## src/hdl/nnrs_pkg.sv

```systemverilog
// shared types, constants and helpers for the nearest neighbor rgb565 scaler
// used by nnrs_div and nearest_neighbor_rgb565_scaler; no dependencies
package nnrs_pkg;

    // size limits
    localparam int unsigned MAX_DIM       = 2048;
    localparam int unsigned MAX_SCALE_DEF = 8;
    localparam int unsigned COUNT_SPAN    = 2048;

    // datapath widths
    localparam int unsigned DIM_W  = 12;             // register and tile sizes
    localparam int unsigned POS_W  = 11;             // tile column and row
    localparam int unsigned NUM_W  = 2 * DIM_W + 1;  // i*t + s - 1
    localparam int unsigned CNT_W  = $clog2(DIM_W);  // divider step count
    localparam int unsigned IDX_W  = 22;
    localparam int unsigned PIX_W  = 16;
    localparam int unsigned CFG_AW = 2;

    // configuration register indexes
    localparam logic [CFG_AW-1:0] CFG_SRC_W = 2'd0;
    localparam logic [CFG_AW-1:0] CFG_SRC_H = 2'd1;
    localparam logic [CFG_AW-1:0] CFG_DST_W = 2'd2;
    localparam logic [CFG_AW-1:0] CFG_DST_H = 2'd3;

    // position memory entries
    localparam logic POS_COL = 1'b0;
    localparam logic POS_ROW = 1'b1;

    typedef enum logic [3:0] {
        S_IDLE,
        S_LOAD_COL,
        S_LOAD_ROW,
        S_STORE_ROW,
        S_MUL,
        S_DIV_GO,
        S_DIV_WAIT,
        S_SPAN,
        S_ROW,
        S_EMIT
    } t_state;

    // zero acts as one, anything above hi acts as hi
    function automatic logic [DIM_W-1:0] clamp_dim(input logic [DIM_W-1:0] v,
                                                   input int unsigned hi);
        logic [DIM_W-1:0] res;
        res = v;
        if (v == '0) begin
            res = DIM_W'(1);
        end else if (int'(v) > int'(hi)) begin
            res = DIM_W'(hi);
        end
        return res;
    endfunction

endpackage

```

## src/hdl/nnrs_div.sv

```systemverilog
// restoring divider, one quotient bit per cycle, for the span bounds
// depends on nnrs_pkg; quotient must fit in DIM_W bits (numerator < den << DIM_W)
module nnrs_div (
    input  logic                          i_clk,
    input  logic                          i_rst_n,
    input  logic                          i_start,
    input  logic [nnrs_pkg::NUM_W-1:0]    i_num,
    input  logic [nnrs_pkg::DIM_W-1:0]    i_den,
    output logic                          o_done,
    output logic [nnrs_pkg::DIM_W-1:0]    o_quot
);

    logic                          r_busy;
    logic                          r_done;
    logic [nnrs_pkg::CNT_W-1:0]    r_cnt;
    logic [nnrs_pkg::DIM_W-1:0]    r_rem;
    logic [nnrs_pkg::DIM_W-1:0]    r_dq;

    logic [nnrs_pkg::DIM_W:0]      shifted;
    logic [nnrs_pkg::DIM_W+1:0]    diff;
    logic                          take;
    logic                          last_step;

    assign shifted   = {r_rem, r_dq[nnrs_pkg::DIM_W-1]};
    assign diff      = {1'b0, shifted} - {2'b00, i_den};
    assign take      = !diff[nnrs_pkg::DIM_W+1];
    assign last_step = (r_cnt == nnrs_pkg::CNT_W'(nnrs_pkg::DIM_W - 1));

    always_ff @(posedge i_clk) begin
        if (!i_rst_n) begin
            r_busy <= 1'b0;
            r_done <= 1'b0;
        end else begin
            r_done <= r_busy && last_step;
            if (i_start) begin
                r_busy <= 1'b1;
            end else if (r_busy && last_step) begin
                r_busy <= 1'b0;
            end
        end
    end

    // remainder and numerator bits share a shift pair, quotient enters from the right
    always_ff @(posedge i_clk) begin
        if (i_start) begin
            r_cnt <= '0;
            r_rem <= i_num[2*nnrs_pkg::DIM_W-1:nnrs_pkg::DIM_W];
            r_dq  <= i_num[nnrs_pkg::DIM_W-1:0];
        end else if (r_busy) begin
            r_cnt <= r_cnt + 1'b1;
            r_rem <= take ? diff[nnrs_pkg::DIM_W-1:0] : shifted[nnrs_pkg::DIM_W-1:0];
            r_dq  <= {r_dq[nnrs_pkg::DIM_W-2:0], take};
        end
    end

    assign o_done = r_done;
    assign o_quot = r_dq;

endmodule

```

## src/hdl/nearest_neighbor_rgb565_scaler.sv

```systemverilog
// Nearest neighbor scaler for RGB565 tiles: one source pixel in, up to MAX_SCALE squared
// destination writes out, last write marked. Works on one word at a time. A word whose
// source position falls outside the image returns to idle once the position memory is
// written back. Otherwise the four span bounds ceil(i*T/S) go one after another through a
// shared bit-serial divider, then come cy rows of cx writes, cx and cy being the
// replication counts, or no writes when either span is empty. The tile
// column and row live in a two-entry position memory read and written back once per word.
// The output register lets a finished write wait while the block moves on.
// Depends on nnrs_pkg and nnrs_div.
module nearest_neighbor_rgb565_scaler #(
    parameter int unsigned MAX_SCALE = nnrs_pkg::MAX_SCALE_DEF
) (
    input  logic                           i_clk,
    input  logic                           i_rst_n,
    // configuration
    input  logic                           i_cfg_we,
    input  logic [nnrs_pkg::CFG_AW-1:0]    i_cfg_index,
    input  logic [nnrs_pkg::DIM_W-1:0]     i_cfg_data,
    // source pixels
    input  logic                           i_valid,
    output logic                           o_ready,
    input  logic [nnrs_pkg::DIM_W-1:0]     i_tile_x,
    input  logic [nnrs_pkg::DIM_W-1:0]     i_tile_y,
    input  logic [nnrs_pkg::DIM_W-1:0]     i_tile_width,
    input  logic [nnrs_pkg::DIM_W-1:0]     i_tile_height,
    input  logic [nnrs_pkg::PIX_W-1:0]     i_pixel_value,
    // destination writes
    output logic                           o_valid,
    input  logic                           i_ready,
    output logic [nnrs_pkg::POS_W-1:0]     o_dest_x,
    output logic [nnrs_pkg::POS_W-1:0]     o_dest_y,
    output logic [nnrs_pkg::IDX_W-1:0]     o_dest_index,
    output logic [nnrs_pkg::PIX_W-1:0]     o_pixel_out,
    output logic                           o_last_write
);

    localparam int unsigned DW    = nnrs_pkg::DIM_W;
    localparam int unsigned PW    = nnrs_pkg::POS_W;
    localparam int unsigned NW    = nnrs_pkg::NUM_W;
    localparam int unsigned SpanW = (MAX_SCALE < 2) ? 1 : $clog2(MAX_SCALE + 1);

    // control registers
    nnrs_pkg::t_state    r_state, n_state;
    logic [1:0]          r_k, n_k;
    logic                r_out_valid, n_out_valid;
    logic [1:0]          r_pos_vld;
    logic [DW-1:0]       r_src_w, r_src_h, r_dst_w, r_dst_h;

    // work registers
    logic [DW-1:0]       r_tile_x, n_tile_x, r_tile_y, n_tile_y;
    logic [DW-1:0]       r_tile_w, n_tile_w, r_tile_h, n_tile_h;
    logic [nnrs_pkg::PIX_W-1:0] r_pix, n_pix;
    logic [PW-1:0]       r_col, n_col, r_next_row, n_next_row;
    logic                r_hit, n_hit;
    logic [DW-1:0]       r_ax, n_ax, r_ay, n_ay;
    logic [NW-1:0]       r_num, n_num;
    logic [DW-1:0]       r_x1, n_x1, r_x2, n_x2, r_y1, n_y1, r_y2, n_y2;
    logic [SpanW-1:0]    r_cx, n_cx, r_cy, n_cy, r_c, n_c, r_r, n_r;
    logic [DW:0]         r_dy, n_dy;
    logic [nnrs_pkg::IDX_W-1:0] r_row_base, n_row_base;

    // output register
    logic [PW-1:0]       r_dest_x, n_dest_x, r_dest_y, n_dest_y;
    logic [nnrs_pkg::IDX_W-1:0] r_dest_index, n_dest_index;
    logic [nnrs_pkg::PIX_W-1:0] r_pix_out, n_pix_out;
    logic                r_last, n_last;

    // position memory: column and tile row
    logic [PW-1:0]       r_pos_mem [0:1];
    logic [PW-1:0]       r_rdata;
    logic                r_rdata_ok;
    logic                mem_we;
    logic                mem_waddr;
    logic [PW-1:0]       mem_wdata;
    logic                mem_raddr;
    logic [PW-1:0]       pos_rd;

    // clamped sizes
    logic [DW-1:0]       sw, sh, tw, th;

    // datapath
    logic [DW+1:0]       ax_full, ay_full;
    logic [DW-1:0]       col_inc, row_inc;
    logic [DW-1:0]       mul_i, mul_t, mul_s;
    logic [NW-1:0]       num_val;
    logic [DW-1:0]       dxd, dyd;
    logic [SpanW-1:0]    cx_sat, cy_sat;
    logic [DW:0]         dx, dy_new;
    logic [NW-1:0]       prod_row;
    logic                load_out;
    logic                div_start, div_done;
    logic [DW-1:0]       div_quot;

    assign sw = nnrs_pkg::clamp_dim(r_src_w, nnrs_pkg::MAX_DIM);
    assign sh = nnrs_pkg::clamp_dim(r_src_h, nnrs_pkg::MAX_DIM);
    assign tw = nnrs_pkg::clamp_dim(r_dst_w, nnrs_pkg::MAX_DIM);
    assign th = nnrs_pkg::clamp_dim(r_dst_h, nnrs_pkg::MAX_DIM);

    assign pos_rd = r_rdata_ok ? r_rdata : '0;

    // absolute source position, signed
    assign ax_full = {{2{r_tile_x[DW-1]}}, r_tile_x} + (DW+2)'(r_col);
    assign ay_full = {{2{r_tile_y[DW-1]}}, r_tile_y} + (DW+2)'(pos_rd);

    assign col_inc = DW'(r_col) + DW'(1);
    assign row_inc = DW'(pos_rd) + DW'(1);

    // operands of the span bound being worked on: x or y axis, start or end
    assign mul_i   = r_k[1] ? (r_k[0] ? r_ay + DW'(1) : r_ay)
                            : (r_k[0] ? r_ax + DW'(1) : r_ax);
    assign mul_t   = r_k[1] ? th : tw;
    assign mul_s   = r_k[1] ? sh : sw;
    assign num_val = NW'(mul_i) * NW'(mul_t) + NW'(mul_s) - NW'(1);

    assign dxd = (r_x2 > r_x1) ? r_x2 - r_x1 : '0;
    assign dyd = (r_y2 > r_y1) ? r_y2 - r_y1 : '0;
    assign cx_sat = (int'(dxd) > int'(MAX_SCALE)) ? SpanW'(MAX_SCALE) : dxd[SpanW-1:0];
    assign cy_sat = (int'(dyd) > int'(MAX_SCALE)) ? SpanW'(MAX_SCALE) : dyd[SpanW-1:0];

    assign dx       = {1'b0, r_x1} + (DW+1)'(r_c);
    assign dy_new   = {1'b0, r_y1} + (DW+1)'(r_r);
    assign prod_row = NW'(dy_new) * NW'(tw);

    assign load_out  = (r_state == nnrs_pkg::S_EMIT) && (!r_out_valid || i_ready);
    assign div_start = (r_state == nnrs_pkg::S_DIV_GO);

    nnrs_div u_div (
        .i_clk   (i_clk),
        .i_rst_n (i_rst_n),
        .i_start (div_start),
        .i_num   (r_num),
        .i_den   (mul_s),
        .o_done  (div_done),
        .o_quot  (div_quot)
    );

    always_comb begin
        n_state      = r_state;
        n_k          = r_k;
        n_tile_x     = r_tile_x;
        n_tile_y     = r_tile_y;
        n_tile_w     = r_tile_w;
        n_tile_h     = r_tile_h;
        n_pix        = r_pix;
        n_col        = r_col;
        n_next_row   = r_next_row;
        n_hit        = r_hit;
        n_ax         = r_ax;
        n_ay         = r_ay;
        n_num        = r_num;
        n_x1         = r_x1;
        n_x2         = r_x2;
        n_y1         = r_y1;
        n_y2         = r_y2;
        n_cx         = r_cx;
        n_cy         = r_cy;
        n_c          = r_c;
        n_r          = r_r;
        n_dy         = r_dy;
        n_row_base   = r_row_base;
        n_dest_x     = r_dest_x;
        n_dest_y     = r_dest_y;
        n_dest_index = r_dest_index;
        n_pix_out    = r_pix_out;
        n_last       = r_last;
        n_out_valid  = i_ready ? 1'b0 : r_out_valid;
        mem_we       = 1'b0;
        mem_waddr    = nnrs_pkg::POS_COL;
        mem_wdata    = '0;
        mem_raddr    = nnrs_pkg::POS_COL;
        o_ready      = (r_state == nnrs_pkg::S_IDLE);

        case (r_state)
            nnrs_pkg::S_IDLE: begin
                if (i_valid) begin
                    n_tile_x = i_tile_x;
                    n_tile_y = i_tile_y;
                    n_tile_w = nnrs_pkg::clamp_dim(i_tile_width, nnrs_pkg::COUNT_SPAN);
                    n_tile_h = nnrs_pkg::clamp_dim(i_tile_height, nnrs_pkg::COUNT_SPAN);
                    n_pix    = i_pixel_value;
                    n_state  = nnrs_pkg::S_LOAD_COL;
                end
            end
            nnrs_pkg::S_LOAD_COL: begin
                n_col     = pos_rd;
                mem_raddr = nnrs_pkg::POS_ROW;
                n_state   = nnrs_pkg::S_LOAD_ROW;
            end
            nnrs_pkg::S_LOAD_ROW: begin
                n_hit = !ax_full[DW+1] && !ay_full[DW+1]
                        && (ax_full[DW:0] < {1'b0, sw}) && (ay_full[DW:0] < {1'b0, sh});
                n_ax  = ax_full[DW-1:0];
                n_ay  = ay_full[DW-1:0];
                // advance within the tile, write the column back now and the row next cycle
                mem_we    = 1'b1;
                mem_waddr = nnrs_pkg::POS_COL;
                if (col_inc >= r_tile_w) begin
                    mem_wdata  = '0;
                    n_next_row = (row_inc >= r_tile_h) ? '0 : row_inc[PW-1:0];
                end else begin
                    mem_wdata  = col_inc[PW-1:0];
                    n_next_row = pos_rd;
                end
                n_state = nnrs_pkg::S_STORE_ROW;
            end
            nnrs_pkg::S_STORE_ROW: begin
                mem_we    = 1'b1;
                mem_waddr = nnrs_pkg::POS_ROW;
                mem_wdata = r_next_row;
                n_k       = 2'd0;
                n_state   = r_hit ? nnrs_pkg::S_MUL : nnrs_pkg::S_IDLE;
            end
            nnrs_pkg::S_MUL: begin
                n_num   = num_val;
                n_state = nnrs_pkg::S_DIV_GO;
            end
            nnrs_pkg::S_DIV_GO: begin
                n_state = nnrs_pkg::S_DIV_WAIT;
            end
            nnrs_pkg::S_DIV_WAIT: begin
                if (div_done) begin
                    if (!r_k[1]) begin
                        if (!r_k[0]) n_x1 = div_quot;
                        else         n_x2 = div_quot;
                    end else begin
                        if (!r_k[0]) n_y1 = div_quot;
                        else         n_y2 = div_quot;
                    end
                    n_k     = r_k + 2'd1;
                    n_state = (r_k == 2'd3) ? nnrs_pkg::S_SPAN : nnrs_pkg::S_MUL;
                end
            end
            nnrs_pkg::S_SPAN: begin
                n_cx = cx_sat;
                n_cy = cy_sat;
                n_c  = '0;
                n_r  = '0;
                // an empty span on either axis gives no writes
                n_state = (cx_sat == '0 || cy_sat == '0) ? nnrs_pkg::S_IDLE : nnrs_pkg::S_ROW;
            end
            nnrs_pkg::S_ROW: begin
                n_dy       = dy_new;
                n_row_base = prod_row[nnrs_pkg::IDX_W-1:0];
                n_state    = nnrs_pkg::S_EMIT;
            end
            nnrs_pkg::S_EMIT: begin
                if (load_out) begin
                    n_out_valid  = 1'b1;
                    n_dest_x     = dx[PW-1:0];
                    n_dest_y     = r_dy[PW-1:0];
                    n_dest_index = r_row_base + nnrs_pkg::IDX_W'(dx);
                    n_pix_out    = r_pix;
                    n_last       = (r_c == r_cx - SpanW'(1)) && (r_r == r_cy - SpanW'(1));
                    if (r_c == r_cx - SpanW'(1)) begin
                        n_c = '0;
                        if (r_r == r_cy - SpanW'(1)) begin
                            n_state = nnrs_pkg::S_IDLE;
                        end else begin
                            n_r     = r_r + SpanW'(1);
                            n_state = nnrs_pkg::S_ROW;
                        end
                    end else begin
                        n_c = r_c + SpanW'(1);
                    end
                end
            end
            default: begin
                n_state = nnrs_pkg::S_IDLE;
            end
        endcase
    end

    always_ff @(posedge i_clk) begin
        if (!i_rst_n) begin
            r_state     <= nnrs_pkg::S_IDLE;
            r_k         <= 2'd0;
            r_out_valid <= 1'b0;
            r_pos_vld   <= 2'b00;
            r_src_w     <= DW'(1);
            r_src_h     <= DW'(1);
            r_dst_w     <= DW'(1);
            r_dst_h     <= DW'(1);
        end else begin
            r_state     <= n_state;
            r_k         <= n_k;
            r_out_valid <= n_out_valid;
            if (mem_we) begin
                r_pos_vld[mem_waddr] <= 1'b1;
            end
            if (i_cfg_we) begin
                case (i_cfg_index)
                    nnrs_pkg::CFG_SRC_W: r_src_w <= i_cfg_data;
                    nnrs_pkg::CFG_SRC_H: r_src_h <= i_cfg_data;
                    nnrs_pkg::CFG_DST_W: r_dst_w <= i_cfg_data;
                    nnrs_pkg::CFG_DST_H: r_dst_h <= i_cfg_data;
                    default: ;
                endcase
            end
        end
    end

    // position memory, one write and one registered read per cycle
    always_ff @(posedge i_clk) begin
        if (mem_we) begin
            r_pos_mem[mem_waddr] <= mem_wdata;
        end
        r_rdata    <= r_pos_mem[mem_raddr];
        r_rdata_ok <= r_pos_vld[mem_raddr];
    end

    always_ff @(posedge i_clk) begin
        r_tile_x     <= n_tile_x;
        r_tile_y     <= n_tile_y;
        r_tile_w     <= n_tile_w;
        r_tile_h     <= n_tile_h;
        r_pix        <= n_pix;
        r_col        <= n_col;
        r_next_row   <= n_next_row;
        r_hit        <= n_hit;
        r_ax         <= n_ax;
        r_ay         <= n_ay;
        r_num        <= n_num;
        r_x1         <= n_x1;
        r_x2         <= n_x2;
        r_y1         <= n_y1;
        r_y2         <= n_y2;
        r_cx         <= n_cx;
        r_cy         <= n_cy;
        r_c          <= n_c;
        r_r          <= n_r;
        r_dy         <= n_dy;
        r_row_base   <= n_row_base;
        r_dest_x     <= n_dest_x;
        r_dest_y     <= n_dest_y;
        r_dest_index <= n_dest_index;
        r_pix_out    <= n_pix_out;
        r_last       <= n_last;
    end

    assign o_valid      = r_out_valid;
    assign o_dest_x     = r_dest_x;
    assign o_dest_y     = r_dest_y;
    assign o_dest_index = r_dest_index;
    assign o_pixel_out  = r_pix_out;
    assign o_last_write = r_last;

endmodule
```

## config.mk

```make
export PLATFORM = sky130hd
export DESIGN_NAME = nearest_neighbor_rgb565_scaler
export DESIGN_NICKNAME = d
export VERILOG_FILES = /design/src/hdl/nnrs_pkg.sv /design/src/hdl/nnrs_div.sv /design/src/hdl/nearest_neighbor_rgb565_scaler.sv
export SDC_FILE = /design/constraint.sdc
export NUM_CORES = 1
export LEC_CHECK = 0
export BUFFER_PORTS_ARGS = -buffer_cell sky130_fd_sc_hd__buf_2
export CAP_MARGIN = 0
export CORE_AREA = 4 4 250 203
export CTS_BUF_LIST = sky130_fd_sc_hd__clkbuf_4
export DETAILED_ROUTE_END_ITERATION = 8
export DIE_AREA = 0 0 254 207
export PLACE_DENSITY_LB_ADDON = 0.08
export SLEW_MARGIN = 20
export SYNTH_ARGS = -nofsm -noshare
export SYNTH_HDL_FRONTEND = slang
export SYNTH_HIERARCHICAL = 1
export SYNTH_SLANG_ARGS = --single-unit
```

## constraint.sdc

```tcl
create_clock -name i_clk -period 7.75 [get_ports i_clk]
set_input_delay 1.1625 -clock i_clk [delete_from_list [all_inputs] [get_ports i_clk]]
set_output_delay 1.1625 -clock i_clk [all_outputs]
set_load 0.02 [all_outputs]
```

==> summary.md, run 1 <==
| Metric | Value |
|---|---|
| Status | finished, final reports clean |
| Combinational group share of total power | 26.5% |
| Vias per std cell | 5.73 |
| Critical Path RT | 8.32 ns |
| Reg-to-reg endpoint | r_num[21] |
| Switching share of power | 31.1% |
| Initial Utilization | 64.4% |
| Initial antenna violation count | 6 |
| Syn Inst Count | 2990 |
| Crit path kind | reg -> reg |
| Die H | 207 um |
| Clk_lat worst skew | 0.88 ns |
| Critical Path Fanout Max | 12 |
| Post-route cell area | 34000 um^2 |
| Post-Layout Cell Count | 3923 |
| Number of port buffers | 145 |
| Tmin final | 7.41 ns |
| Area grow syn2layout | 9.69% |
| Placed insts | 3729 |
| Final setup violation count | 0 |
| WP buf/inv | 5 |
| Cell Area, Synth | 31000 um^2 |
| Clock Skews | 0.0629 ns |
| Final WL | 72300 um |
| Clock buffer depth | 3 |
| Setup slack on the worst flop-to-flop path | 0.34 ns |
| Die X | 254 um |
| Hold path start | r_pix[4] |
| Max Clk Rate | 135 MHz |
| Crit end category | flop |
| Max-capacitance violation count | 0 |
| Post-route antenna net violation count | 0 |
| Pleak | 14.6 nW |
| DRT Pass-1 Iters | 6 |
| GP Congestion | 0.925 |
| Core Box Area | 48100 um^2 |
| Clock share of power | 30.8% |
| I/O pin cnt | 146 |
| Syn_area_per_cell | 10.4 um^2 |
| Peak supply drop | 0.000157 V |
| Hold Crit Class | reg -> reg |
| Worst Hold Path EP | o_pixel_out[4] |
| Final Max Tran Viols | 0 |
| Clock root cell | clkbuf_4 |
| Post-Route Utilization | 70.6% |
| Fin crit share | 95.6% |
| CTS tree | done |
| Dpl cell area | 32600 um^2 |
| Critical path's top delay family | adder cells |
| Rel. slew slack | 27.7% |
| Fin. Hold Viols | 0 |
| Slew @ Worst Pin | 1.08 ns |
| Setup TNS Final | 0 ns |
| Worst EP arrival | 7.98 ns |
| Vias | 22.5k |
| Pint | 4.20 mW |
| Worst Hold Path Cells | 0 |
| Number of global-route vias before repair | 23.0k |
| H-Tree Depth | 3 |
| DRC viols | 0 |
| R2r worst-path depth | 27 |
| Startpoint Class | flop |
| Die footprint | 52600 um^2 |
| Pwr dens | 179 nW/um^2 |
| RR Startpoint | r_ax[0] |
| CTS buffer count | 103 |
| Clock-pin slew on the worst setup and hold paths | 0.07 ns |
| Share of cells above drive strength 1 | 13.0% |
| Avg WL per Cell | 18.4 um |
| Most used cell along the critical path | fa_1 |
| Seq pwr share | 42.7% |
| Post-synthesis net count | 3583 |
| GRT Util Overall | 27.9% |
| First-pass GRT wire length | 118000 um |
| Largest net degree at the start of global routing | 65 |
| NetSw | 1.90 mW |
| Slowest-stage cell, CP | fa_1 |
| Row cnt | 72 |
| Clk sinks | 414 |
| Final nets | 3801 |
| Syn. warnings | 6 |
| Initial DRC count | 1756 |
| Congestion Overflow GR | 0 |
| Fillers | 3565 |
| Worst path max stage delay | 0.55 ns |
| Detailed placement HPWL | 56100 um |
## flip-flops by register name, indices dropped and copies added (netlist names), 16 cells and up
| register | count |
|---|---|
| r_pos_mem | 22 |
| o_dest_index | 22 |
| r_row_base | 22 |
| r_num | 24 |
| r_pix | 16 |
| o_pixel_out | 16 |
## cells in the final DEF, fill, tap and decap left out, types with 68 or more instances in the layout
cell type and count:
nand2_1 405, inv_1 396, edfxtp_1 339, ha_1 276
fa_1 234, clkbuf_4 150, buf_2 145, nor2_1 141
xnor2_1 117, a21oi_1 88, and2_1 75, dfxtp_1 75
nor2b_1 68
## area by class of cell
type / count / area, um^2 / area share (%)
Clock buffer: 150 / 1130 / 3.31
Inverter: 401 / 1510 / 4.43
Timing Repair Buffer: 198 / 1120 / 3.31
Antenna cell: 3 / 7.51 / 0.0221
Clock inverter: 38 / 216 / 0.637
Multi-Input combinational cell: 2090 / 17500 / 51.6
Tap cell: 629 / 787 / 2.32
Sequential cell: 414 / 11700 / 34.4
## repair_timing
action / CTS / global route
resized for setup: 0 / 11
hold buffers: 0 / 0
setup endpoints to repair: 0 / 5
buffers inserted: 0 / 3
## worst register-to-register path, delay by kind of cell (launching register included)
family	cells	cell delay (ns)
fa+ha+maj	8	3.67
compound gates	6	1.41
simple gates	6	0.88
buf+inv	5	0.44
flops	1	0.43
xor+xnor	2	0.29
## stage by stage
step / hold slack (ns) / worst slack [ns] / power (mW)
detailed placement: 0.406 / 0.223 / 4.24
floorplan: 0.400 / 0.721 / 3.84
finish: 0.414 / 0.338 / 6.09
global route: 0.413 / -0.00912 / 6.49
CTS: 0.400 / 0.197 / 6.13
global placement: 0.401 / 0.441 / 4.18
## power groups by stage
stage	clock network (mW)	logic (mW)	registers, mW
global route	2.04	1.84	2.61
finish	1.88	1.61	2.60
CTS	1.93	1.61	2.60
global placement	0	1.54	2.64
detailed placement	0	1.59	2.65
floorplan	0	1.21	2.63
## routing by layer
metal  up-vias  share of wire [%]  wire length, um  global-route usage [%]
li1      10646                  -                -                       -
met1     10710                 41            30000                    37.9
met2       940                 47            34000                    44.4
met3       176                8.0             5780                    6.11
met4         6                3.5             2540                    10.5
met5         -              0.058               42                       0
## worst max-delay path by stage
stage / start / endpoint / slack, ns / cells past startpoint
final: r_ax[0] / r_num[21] / 0.34 / 27
after global routing: r_ay[0] / r_num[21] / -0.009 / 26
after CTS: r_r[0] / r_row_base[21] / 0.20 / 23
after detailed placement: r_r[0] / r_row_base[21] / 0.22 / 23
after global placement: r_r[0] / r_row_base[21] / 0.44 / 23
after floorplan: r_k[1] / r_num[21] / 0.72 / 25
(Power assumes the default switching activity.)
==> run 2: changes to the inputs <==
--- a/config.mk
+++ b/config.mk
@@ -5,12 +5,12 @@
 export SDC_FILE = /design/constraint.sdc
 export NUM_CORES = 1
 export LEC_CHECK = 0
-export BUFFER_PORTS_ARGS = -buffer_cell sky130_fd_sc_hd__buf_2
 export CAP_MARGIN = 0
-export CORE_AREA = 4 4 250 203
-export CTS_BUF_LIST = sky130_fd_sc_hd__clkbuf_4
+export CORE_AREA = 2 2 248 201
+export CTS_BUF_LIST = sky130_fd_sc_hd__clkbuf_16
 export DETAILED_ROUTE_END_ITERATION = 8
-export DIE_AREA = 0 0 254 207
+export DIE_AREA = 0 0 250 203
+export DONT_BUFFER_PORTS = 1
 export PLACE_DENSITY_LB_ADDON = 0.08
 export SLEW_MARGIN = 20
 export SYNTH_ARGS = -nofsm -noshare
==> run 2 against run 1 <==
  * Cell area is 2.1% lower
  * Non-clock buffer count is 150 lower
  * Sequential power hardly changed
  * Critical path depth is 1 lower
  * Maximum frequency is 0.82% higher
  * Final cell count is 6.7% lower
  * Via count is 3.4% lower
  * Clock power is 11% higher
  * Largest cell class unchanged
  * Largest power group unchanged
==> summary.md, run 2 (synthesis gave the netlist of run 1 again) <==
| Metric | Value |
|---|---|
| Hold path start | r_pix[2] (was r_pix[4]) |
| H-Tree Depth | 2 (was 3) |
| Final WL | 72400 um (was 72300 um) |
| GRT Util Overall | 29.3% (was 27.9%) |
| Worst Hold Path Cells | 0 (unchanged) |
| Clock buffer depth | 3 (unchanged) |
| NetSw | 1.93 mW (was 1.90 mW) |
| Worst EP arrival | 7.68 ns (was 7.98 ns) |
| Vias per std cell | 5.93 (was 5.73) |
| Number of port buffers | 0 (was 145) |
| Post-route worst setup slack | 0.398 ns (was 0.338 ns) |
| Core Box Area | 48100 um^2 (unchanged) |
| Combinational group share of total power | 25.7% (was 26.5%) |
| Fin crit share | 94.9% (was 95.6%) |
| Avg WL per Cell | 19.8 um (was 18.4 um) |
| Slew @ Worst Pin | 1.06 ns (was 1.08 ns) |
| Row cnt | 72 (unchanged) |
| Worst Hold Path EP | o_pixel_out[2] (was o_pixel_out[4]) |
| Congestion Overflow GR | 0 (unchanged) |
| DRC viols | 0 (unchanged) |
| Initial DRC count | 1610 (was 1756) |
| Tmin final | 7.35 ns (was 7.41 ns) |
| Initial Utilization | 64.4% (unchanged) |
| Clk sinks | 414 (unchanged) |
| Seq pwr share | 41.2% (was 42.7%) |
| Max Clk Rate | 136 MHz (was 135 MHz) |
| # diodes | 0 (was 3) |
| Critical Path Fanout Max | 12 (unchanged) |
| Biggest register | r_num (unchanged) |
| First-pass GRT wire length | 118000 um (about the same) |
| Share of cells above drive strength 1 | 5.84% (was 13.0%) |
| Startpoint Class | flop (unchanged) |
| RR Startpoint | r_dst_h[3] (was r_ax[0]) |
| R2r worst-path depth | 26 (was 27) |
| Hold Crit Class | reg -> reg (unchanged) |
| I/O pin cnt | 146 (unchanged) |
| Vias | 21.7k (was 22.5k) |
| Worst slack, placed | 0.281 ns (was 0.223 ns) |
| CTS Hold Bufs | 0 (unchanged) |
| GP Congestion | 0.926 (was 0.925) |
| Most used cell along the critical path | fa_1 (unchanged) |
| Reg-to-reg endpoint | r_num[21] (unchanged) |
| Status | finished, final reports clean (unchanged) |
| Area grow syn2layout | 7.38% (was 9.69%) |
| Clock share of power | 33.0% (was 30.8%) |
| Commonest cells after routing, fill and taps aside | inv_1, nand2_1, edfxtp_1, ha_1, fa_1 (was nand2_1, inv_1, edfxtp_1, ha_1, fa_1) |
| Max-capacitance violation count | 0 (unchanged) |
| Peak supply drop | 0.000223 V (was 0.000157 V) |
| Die X | 250 um (was 254 um) |
| Final Max Tran Viols | 0 (unchanged) |
| Final nets | 3591 (was 3801) |
| Clock-pin slew on the worst setup and hold paths | 0.06 ns (was 0.07 ns) |
| Largest net degree at the start of global routing | 65 (unchanged) |
| Slowest-stage cell, CP | fa_1 (unchanged) |
| Fin. Hold Viols | 0 (unchanged) |
| CTS tree | done (unchanged) |
| Pint | 4.39 mW (was 4.20 mW) |
| Pleak | 13.9 nW (was 14.6 nW) |
| Setup TNS Final | 0 ns (unchanged) |
| Final setup violation count | 0 (unchanged) |
| Crit end category | flop (unchanged) |
| Clk_lat worst skew | 0.60 ns (was 0.88 ns) |
| Largest register FFs | 24 (unchanged) |
| Die footprint | 50800 um^2 (was 52600 um^2) |
| Crit path kind | reg -> reg (unchanged) |
| Clock root cell | clkbuf_16 (was clkbuf_4) |
| Switching share of power | 30.6% (was 31.1%) |
| Number of global-route vias before repair | 22.4k (was 23.0k) |
| Clock Skews | 0.0197 ns (was 0.0629 ns) |
| Setup slack on the worst flop-to-flop path | 0.40 ns (was 0.34 ns) |
| CTS buffer count | 43 (was 103) |
| Pwr dens | 190 nW/um^2 (was 179 nW/um^2) |
| Die H | 203 um (was 207 um) |
| Post-route antenna net violation count | 0 (unchanged) |
| Worst path max stage delay | 0.54 ns (was 0.55 ns) |
| Rel. slew slack | 28.9% (was 27.7%) |
| Initial antenna violation count | 0 (was 6) |
| DRT Pass-1 Iters | 7 (was 6) |
| Detailed placement HPWL | 56300 um (was 56100 um) |
| Critical Path RT | 8.08 ns (was 8.32 ns) |
-- run 2: metal layers --
metal | track usage, % | part of all wire (%)
met1 | 39.7 | 43
met2 | 49.4 | 48
met3 | 3.69 | 6.3
met4 | 9.92 | 3.2
met5 | 0 | 0
-- run 2: area by class of cell --
type,instances,area [um^2]
clock buffer,43,1080
clock inverter,35,324
fill,3600,14900
inverter,401,1510
multi-input combinational,2090,17500
sequential,414,11700
tap,629,787
timing repair buffer,48,360
-- run 2: repair_timing --
item / 4_1_cts / 5_1_grt
buffers inserted: 0 / 0
setup endpoints to repair: 0 / 4
resized for setup: 0 / 9
-- run 2: how the worst max path moves through the flow --
stage	end	slack (ns)	from
after floorplan	r_num[21]	0.72	r_k[1]
after global placement	r_row_base[21]	0.39	r_r[0]
after detailed placement	r_num[21]	0.28	r_dst_h[3]
after CTS	r_row_base[20]	0.22	r_r[0]
after global routing	r_num[21]	-0.04	r_dst_h[0]
final	r_num[21]	0.40	r_dst_h[3]
-- run 2: power groups by stage --
stage	sequential (mW)	clock (mW)	combinational [mW]
finish	2.60	2.09	1.63
global route	2.61	2.20	1.85
CTS	2.60	2.12	1.62
detailed placement	2.65	0	1.61
global placement	2.65	0	1.53
floorplan	2.63	0	1.21
-- run 2: worst max-delay path, delay by kind of cell, from the launching register on --
family	cells	cell delay [ns]
fa+ha+maj	7	3.37
buf+inv	4	0.41
flops	1	0.32
simple gates	7	1.13
xor+xnor	2	0.33
compound gates	6	1.52
-- run 2: metrics by stage --
step / power (mW) / utilization, % / area, um^2 / hold WS, ns / std cells
finish: 6.32 / 69.1 / 33300 / 0.415 / 3660
global route: 6.66 / 69.1 / 33300 / 0.425 / 3660
CTS: 6.34 / 69.1 / 33200 / 0.416 / 3660
detailed placement: 4.25 / 66.2 / 31800 / 0.405 / 3582
global placement: 4.18 / 66.2 / 31800 / 0.400 / 3582
floorplan: 3.84 / - / 31000 / 0.400 / 2990
